===== config.mk =====
export PLATFORM = sky130hd
export DESIGN_NAME = crossfade_gain_ramp
export DESIGN_NICKNAME = d
export VERILOG_FILES = /design/src/hdl/cgr_pkg.sv /design/src/hdl/cgr_ramp.sv /design/src/hdl/crossfade_gain_ramp.sv
export SDC_FILE = /design/constraint.sdc
export NUM_CORES = 2
export LEC_CHECK = 0
export ABC_AREA = 1
export BUFFER_PORTS_ARGS = -buffer_cell sky130_fd_sc_hd__buf_4
export CAP_MARGIN = 15
export CELL_PAD_IN_SITES_DETAIL_PLACEMENT = 0
export CELL_PAD_IN_SITES_GLOBAL_PLACEMENT = 1
export CORE_MARGIN = 1.5
export CORE_UTILIZATION = 50
export DETAILED_ROUTE_END_ITERATION = 7
export MAX_ROUTING_LAYER = met4
export PLACE_DENSITY = 0.84
export SLEW_MARGIN = 20
export SYNTH_ARGS = -nofsm -noshare
export SYNTH_HDL_FRONTEND = slang
export SYNTH_HIERARCHICAL = 1
export SYNTH_SLANG_ARGS = --single-unit

===== constraint.sdc =====
create_clock -name clk -period 18 [get_ports clk]
set_input_delay 0.9 -clock clk [delete_from_list [all_inputs] [get_ports clk]]
set_output_delay 0.9 -clock clk [all_outputs]
set_load 0.005 [all_outputs]

===== src/hdl/cgr_pkg.sv =====
// Shared types, constants and helper functions for the crossfade gain ramp.
// Used by cgr_ramp, crossfade_gain_ramp and the testbench; no dependencies.
package cgr_pkg;

  localparam int GAIN_W  = 16;
  localparam int SPEED_W = 24;
  localparam int DT_W    = 16;
  localparam int CFG_W   = 24;
  localparam int CFG_A_W = 2;
  localparam int PROD_W  = SPEED_W + DT_W;

  // Register indexes on the configuration port
  localparam logic [CFG_A_W-1:0] CFG_GAIN_FLOOR    = 2'd0;
  localparam logic [CFG_A_W-1:0] CFG_GAIN_CEIL     = 2'd1;
  localparam logic [CFG_A_W-1:0] CFG_EPSILON       = 2'd2;
  localparam logic [CFG_A_W-1:0] CFG_DEFAULT_SPEED = 2'd3;

  // Register and state reset values
  localparam logic [GAIN_W-1:0]  GAIN_FLOOR_RST    = 16'd0;
  localparam logic [GAIN_W-1:0]  GAIN_CEIL_RST     = 16'hFFFF;
  localparam logic [GAIN_W-1:0]  EPSILON_RST       = 16'd16;
  localparam logic [SPEED_W-1:0] DEFAULT_SPEED_RST = 24'd65535;

  // Step = min(floor(speed*dt/1000), 65535). A product at or above
  // 65535*1000+1000 saturates; below that, floor(p/1000) is
  // floor((p>>3)/125), and (p>>3) fits in 23 bits. Multiplying by
  // ceil(2^30/125) and shifting by 30 is exact over that range.
  localparam logic [PROD_W-1:0]  STEP_SAT_PROD = 40'd65536000;
  localparam int                 DIV_IN_W      = 23;
  localparam logic [23:0]        DIV125_MUL    = 24'd8589935;
  localparam int                 DIV125_SHIFT  = 30;
  localparam int                 DIV_PROD_W    = DIV_IN_W + 24;

  typedef enum logic [1:0] {
    KIND_TICK   = 2'd0,
    KIND_CONFIG = 2'd1,
    KIND_START  = 2'd2,
    KIND_STOP   = 2'd3
  } kind_t;

  typedef struct packed {
    kind_t               kind;
    logic [DT_W-1:0]     dt_ms;
    logic [GAIN_W-1:0]   from_level;
    logic [GAIN_W-1:0]   to_level;
    logic [SPEED_W-1:0]  rate;
  } in_item_t;

  typedef struct packed {
    logic [GAIN_W-1:0]   from_out;
    logic [GAIN_W-1:0]   to_out;
    logic                transitioning;
  } out_item_t;

  typedef struct packed {
    logic [GAIN_W-1:0]   gain_floor;
    logic [GAIN_W-1:0]   gain_ceil;
    logic [GAIN_W-1:0]   epsilon;
    logic [SPEED_W-1:0]  default_speed;
  } cgr_cfg_t;

  typedef struct packed {
    logic [GAIN_W-1:0]   current;
    logic [GAIN_W-1:0]   target;
    logic [SPEED_W-1:0]  speed;
  } ramp_t;

  // Below min wins over above max, also when min > max
  function automatic logic [GAIN_W-1:0] clamp_gain(
    input logic [GAIN_W-1:0] v,
    input cgr_cfg_t          cfg
  );
    logic [GAIN_W-1:0] r;
    if (v < cfg.gain_floor) begin
      r = cfg.gain_floor;
    end else if (v > cfg.gain_ceil) begin
      r = cfg.gain_ceil;
    end else begin
      r = v;
    end
    return r;
  endfunction

  function automatic logic [GAIN_W-1:0] gain_distance(input ramp_t r);
    logic [GAIN_W-1:0] d;
    if (r.target > r.current) begin
      d = r.target - r.current;
    end else begin
      d = r.current - r.target;
    end
    return d;
  endfunction

endpackage


===== src/hdl/cgr_ramp.sv =====
// Next-state logic of one gain ramp for one operation.
// Depends on cgr_pkg (types, clamp and distance helpers, step constants).
module cgr_ramp
  import cgr_pkg::*;
(
  input  cgr_cfg_t            cfg,
  input  kind_t               kind,
  input  logic [DT_W-1:0]     dt_ms,
  input  logic [GAIN_W-1:0]   level,
  input  logic [GAIN_W-1:0]   fade_target,
  input  logic [SPEED_W-1:0]  rate,
  input  ramp_t               ramp_cur,
  output ramp_t               ramp_nxt,
  output logic                moving
);

  logic [PROD_W-1:0]     prod;
  logic [DIV_PROD_W-1:0] quot_prod;
  logic [GAIN_W-1:0]     step;
  logic [GAIN_W-1:0]     gap;
  logic [GAIN_W-1:0]     cur_clamped;

  // Step size: speed * dt / 1000, saturated
  assign prod      = PROD_W'(ramp_cur.speed) * PROD_W'(dt_ms);
  assign quot_prod = DIV_PROD_W'(prod[DIV_IN_W+2:3]) * DIV_PROD_W'(DIV125_MUL);
  assign step      = (prod >= STEP_SAT_PROD) ? {GAIN_W{1'b1}}
                                             : quot_prod[DIV125_SHIFT +: GAIN_W];

  assign gap         = gain_distance(ramp_cur);
  assign cur_clamped = clamp_gain(ramp_cur.current, cfg);

  // Apply the operation
  always_comb begin
    ramp_nxt = ramp_cur;
    unique case (kind)
      KIND_TICK: begin
        if (gap <= cfg.epsilon || gap <= step) begin
          // arrived or overshoot: land on target
          ramp_nxt.current = ramp_cur.target;
          ramp_nxt.speed   = '0;
        end else if (ramp_cur.target > ramp_cur.current) begin
          ramp_nxt.current = ramp_cur.current + step;
        end else begin
          ramp_nxt.current = ramp_cur.current - step;
        end
      end
      KIND_CONFIG: begin
        ramp_nxt.current = clamp_gain(level, cfg);
        ramp_nxt.target  = clamp_gain(level, cfg);
        ramp_nxt.speed   = '0;
      end
      KIND_START: begin
        ramp_nxt.target = clamp_gain(fade_target, cfg);
        ramp_nxt.speed  = (rate != '0) ? rate : cfg.default_speed;
      end
      KIND_STOP: begin
        ramp_nxt.current = cur_clamped;
        ramp_nxt.target  = cur_clamped;
        ramp_nxt.speed   = '0;
      end
      default: begin
        ramp_nxt = ramp_cur;
      end
    endcase
  end

  assign moving = gain_distance(ramp_nxt) > cfg.epsilon;

endmodule


===== src/hdl/crossfade_gain_ramp.sv =====
// Top level of the crossfade gain ramp: config registers, input register,
// ramp state and result register. Depends on cgr_pkg and cgr_ramp.
//
//  channel | ports                          | moves
//  --------+--------------------------------+------------------------------
//  in      | in_valid, in_stall, in_data    | one operation per transfer
//  out     | out_valid, out_stall, out_data | both gains and transitioning
//  cfg     | cfg_we, cfg_addr, cfg_wdata    | one register write, no wait
//
// Each item goes from input transfer to result through the input register,
// then the ramp update loads the result register and the ramp state
// together. One item per cycle is sustained while the receiver does not
// stall; the ramp state loop (multiply, divide by 1000, compare, update)
// is combinational. Reset (synchronous, rst_n low) restores registers and
// ramp state. A stalled result holds, and the input register takes a new
// item when empty, or when the result register is free or being drained.
module crossfade_gain_ramp
  import cgr_pkg::*;
(
  input  logic                clk,
  input  logic                rst_n,
  input  logic                in_valid,
  output logic                in_stall,
  input  in_item_t            in_data,
  output logic                out_valid,
  input  logic                out_stall,
  output out_item_t           out_data,
  input  logic                cfg_we,
  input  logic [CFG_A_W-1:0]  cfg_addr,
  input  logic [CFG_W-1:0]    cfg_wdata
);

  cgr_cfg_t  cfg_r;
  logic      in_vld_r;
  in_item_t  in_item_r;
  logic      out_vld_r;
  out_item_t out_item_r;
  ramp_t     from_r;
  ramp_t     to_r;
  ramp_t     from_nxt;
  ramp_t     to_nxt;
  logic      from_moving;
  logic      to_moving;
  logic      advance;
  logic      in_take;

  // Move the held item into the result register when it is free or draining
  assign advance  = in_vld_r && (!out_vld_r || !out_stall);
  assign in_stall = in_vld_r && !advance;
  assign in_take  = in_valid && !in_stall;

  // Configuration registers
  always_ff @(posedge clk) begin
    if (!rst_n) begin
      cfg_r.gain_floor    <= GAIN_FLOOR_RST;
      cfg_r.gain_ceil     <= GAIN_CEIL_RST;
      cfg_r.epsilon       <= EPSILON_RST;
      cfg_r.default_speed <= DEFAULT_SPEED_RST;
    end else if (cfg_we) begin
      unique case (cfg_addr)
        CFG_GAIN_FLOOR:    cfg_r.gain_floor    <= cfg_wdata[GAIN_W-1:0];
        CFG_GAIN_CEIL:     cfg_r.gain_ceil     <= cfg_wdata[GAIN_W-1:0];
        CFG_EPSILON:       cfg_r.epsilon       <= cfg_wdata[GAIN_W-1:0];
        CFG_DEFAULT_SPEED: cfg_r.default_speed <= cfg_wdata[SPEED_W-1:0];
        default:           cfg_r               <= cfg_r;
      endcase
    end
  end

  // Input register: hold until advanced
  always_ff @(posedge clk) begin
    if (!rst_n) begin
      in_vld_r <= 1'b0;
    end else if (in_take) begin
      in_vld_r <= 1'b1;
    end else if (advance) begin
      in_vld_r <= 1'b0;
    end
  end

  always_ff @(posedge clk) begin
    if (in_take) begin
      in_item_r <= in_data;
    end
  end

  // Ramp updates
  cgr_ramp u_from_ramp (
    .cfg         (cfg_r),
    .kind        (in_item_r.kind),
    .dt_ms       (in_item_r.dt_ms),
    .level       (in_item_r.from_level),
    .fade_target (cfg_r.gain_floor),
    .rate        (in_item_r.rate),
    .ramp_cur    (from_r),
    .ramp_nxt    (from_nxt),
    .moving      (from_moving)
  );

  cgr_ramp u_to_ramp (
    .cfg         (cfg_r),
    .kind        (in_item_r.kind),
    .dt_ms       (in_item_r.dt_ms),
    .level       (in_item_r.to_level),
    .fade_target (cfg_r.gain_ceil),
    .rate        (in_item_r.rate),
    .ramp_cur    (to_r),
    .ramp_nxt    (to_nxt),
    .moving      (to_moving)
  );

  // Ramp state: advance once per processed item
  always_ff @(posedge clk) begin
    if (!rst_n) begin
      from_r.current <= GAIN_CEIL_RST;
      from_r.target  <= GAIN_CEIL_RST;
      from_r.speed   <= '0;
      to_r.current   <= GAIN_FLOOR_RST;
      to_r.target    <= GAIN_FLOOR_RST;
      to_r.speed     <= '0;
    end else if (advance) begin
      from_r <= from_nxt;
      to_r   <= to_nxt;
    end
  end

  // Result register: hold while stalled
  always_ff @(posedge clk) begin
    if (!rst_n) begin
      out_vld_r <= 1'b0;
    end else if (advance) begin
      out_vld_r <= 1'b1;
    end else if (!out_stall) begin
      out_vld_r <= 1'b0;
    end
  end

  always_ff @(posedge clk) begin
    if (advance) begin
      out_item_r.from_out      <= from_nxt.current;
      out_item_r.to_out        <= to_nxt.current;
      out_item_r.transitioning <= from_moving || to_moving;
    end
  end

  assign out_valid = out_vld_r;
  assign out_data  = out_item_r;

endmodule


==> impl_metrics.py <==
metrics = {
    "status": {
        "status": "finished, final reports clean",
    },
    "global_route": {
        "grt.overflow.total": 0,
        "grt_usage_pct": 36.8,
        "antenna_found_initial": 6,
        "grt_pass1_vias": 68854,
        "grt_pass1_wl_um": 414000,
        "grt_max_degree": 75,
    },
    "hold_path": {
        "min_path_type": "in -> reg",
        "worstHoldPathCells": 1,
    },
    "timing": {
        "slew_violations": 0,
        "fmax_mhz": 57.7,
        "hold_viol": 0,
        "setup_violations": 0,
        "clock_skew_ns": 0.0371,
        "fin_crit_sh_pct": 96.3,
        "period_needed_ns": 17.34,
        "worstMarginPinSlew_ns": 1.07,
        "relSlewSlack_pct": 28.4,
    },
    "cells_and_area": {
        "final_layout_size_suffix_gt1_share_pct": 8.35,
        "fin_nets": 12628,
        "areaGrowthSynthToFinish_pct": 9.92,
        "stdcell_area_um2": 82000,
    },
    "setup_path": {
        "crit_arrival_ns": 17.69,
        "criticalPathCategory": "reg -> reg",
        "crit_fanout": 24,
        "crit_path_max_incr_delay_ns": 0.59,
        "crit_buf_inv": 20,
        "critPathRequiredTime_ns": 18.35,
        "cpMaxStageDelayCell": "fa_1",
        "crit_top_cell": "nand2_1",
        "crit_family": "adder cells",
        "startpoint_type": "flop",
        "end_kind": "flop",
        "cp.depth": 87,
        "reg2reg_depth": 87,
    },
    "drt": {
        "first_iter_violations": 5818,
        "wl_um": 272000,
        "ant_nets": 0,
        "via_per_inst": 5.52,
        "wire_per_inst_um": 21.9,
        "firstDrtPassIters": 6,
        "num_vias": 68465,
        "drc": 0,
    },
    "flow_run": {
        "cap_violations": 0,
    },
    "floorplan": {
        "fp.dieH_um": 389,
        "start_util_pct": 50.5,
        "dieArea_um2": 152000,
        "core_area_um2": 148000,
        "dieWidth_um": 389,
        "pin_count": 140,
        "fp-row-count": 141,
    },
    "logic_synthesis": {
        "synth_cells": 10177,
        "ys.flop_type": "dfxtp_1",
        "synthDominantCellAreaShare_pct": 24.9,
        "syn-num-nets": 12365,
        "synth_cell_types": 67,
        "synth-seq-cells": 293,
        "synth-edff-count": 107,
        "syn_area_um2": 74600,
        "yosysTopAreaCell": "fa_1",
        "ys_seq_area_share_pct": 9.30,
        "yosys_warnings": 6,
        "ys_top_cells_by_area": "fa_1 (25%), ha_1 (19%), inv_1 (12%)",
        "yosysMostFrequentCell": "inv_1",
        "synth_top_cells_by_count": "inv_1 (2,382), nand2_1 (2,194), ha_1 (1,154)",
        "async_reset_ff_share_pct": 0,
        "syn_area_per_cell_um2": 7.33,
    },
    "clock_tree": {
        "clock_path_buffers": 3,
        "cts_hold_buf": 0,
        "clk_pin_slew_ns": 0.07,
        "cts_tree": "built",
        "cts_htree_levels": 2,
        "cts.sinks": 293,
        "clkLatencyLatePin_ns": 0.61,
        "root_buffer": "clkbuf_16",
        "numCtsBuffers": 39,
    },
    "placed_design": {
        "place_area_um2": 79800,
        "dp_hpwl_um": 227000,
        "port_buffers": 139,
        "place.gp.congestion": 1.03,
    },
}
-- sequential cells by signal (all words and copies together), names as in the netlist --
signal     cells
in_item_r     74
cfg_r         72
from_r        56
to_r          56
out_data      33
in_vld_r       1
out_valid      1
-- kinds of logic after synthesis --
kind of cell	after synthesis	synth area share, %
compound gates	1316	10.3
xor+xnor	164	1.94
fa+ha+maj	2083	44.3
buf+inv	2740	13.9
flops	293	9.30
mux	7	0.0939
simple gates	3574	20.2
-- worst paths after layout --
| kind | slack [ns] | end | startpoint |
|---|---|---|---|
| min | 0.47 | in_item_r[41] | in_data[41] |
| max reg2reg | 0.66 | out_data[0] | in_item_r[61] |
| max | 0.66 | out_data[0] | in_item_r[61] |
| min reg2reg | 0.48 | cfg_r[14] | cfg_r[14] |
-- cell type report --
cell class              instances  area [um2]
fillers                     14440       65800
multi-input cells            7144       57900
inverters                    2402        9030
flip-flops and latches        293        6960
repair buffers                560        4510
well taps                    1930        2410
clock buffers                  46        1020
clock inverters                26         206
diodes                          4        10.0
-- layout by cell type (no fill, tap or decap), types with 106 or more instances in the layout --
| cell | count |
|---|---|
| nand2_1 | 2176 |
| ha_1 | 1136 |
| nand3_1 | 317 |
| a21oi_1 | 476 |
| nor2_1 | 647 |
| o211ai_1 | 137 |
| o21ai_0 | 368 |
| buf_4 | 529 |
| fa_1 | 927 |
| dfxtp_1 | 173 |
| nand3b_1 | 106 |
| edfxtp_1 | 107 |
| inv_1 | 2378 |
-- worst reg2reg max path, delay by kind of cell, from the launching register on --
family | cells | cell delay, ns
AOI/OAI and AO/OA | 14 | 2.03
xor gates and xnor gates | 4 | 0.93
adders and majority gates | 19 | 8.42
buffers and inverters | 20 | 1.93
DFF | 1 | 0.44
muxes | 1 | 0.24
and+or+nand+nor | 29 | 3.17
-- per-stage QoR --
| stage | TNS [ns] | worst slack, ns | hold slack (ns) | instances | utilization (%) |
|---|---|---|---|---|---|
| 6_report | 0 | 0.657 | 0.469 | 12405 | 55.5 |
| 5_1_grt | -0.137 | -0.137 | 0.448 | 12405 | 55.5 |
| 4_1_cts | 0 | 0.0745 | 0.440 | 12377 | 54.9 |
| 3_5_place_dp | 0 | 0.117 | 0.469 | 12301 | 54.0 |
| 3_3_place_gp | 0 | 0.209 | 0.474 | 12301 | 54.0 |
| 2_1_floorplan | 0 | 1.48 | 0.440 | 10177 | - |
-- repair_timing --
item / in CTS / in global routing
hold endpoints to repair: 0 / 0
endpoints found under the setup margin: 1 / 1
pin swaps: 0 / 43
cloned: 0 / 1
gates resized for setup: 0 / 163
setup buffers: 4 / 23
-- layer usage --
layer / vias to the layer above / wire, um / track usage, %
met1: 33177 / 116000 / 48.2
met4: 0 / 13400 / 14.9
met2: 2601 / 121000 / 56.4
met3: 517 / 21000 / 6.38
li1: 32170 / - / -
met5: - / 0 / -
Power is not shown: default switching activity piles up to over one toggle a cycle in this logic, so the estimate is an artifact.
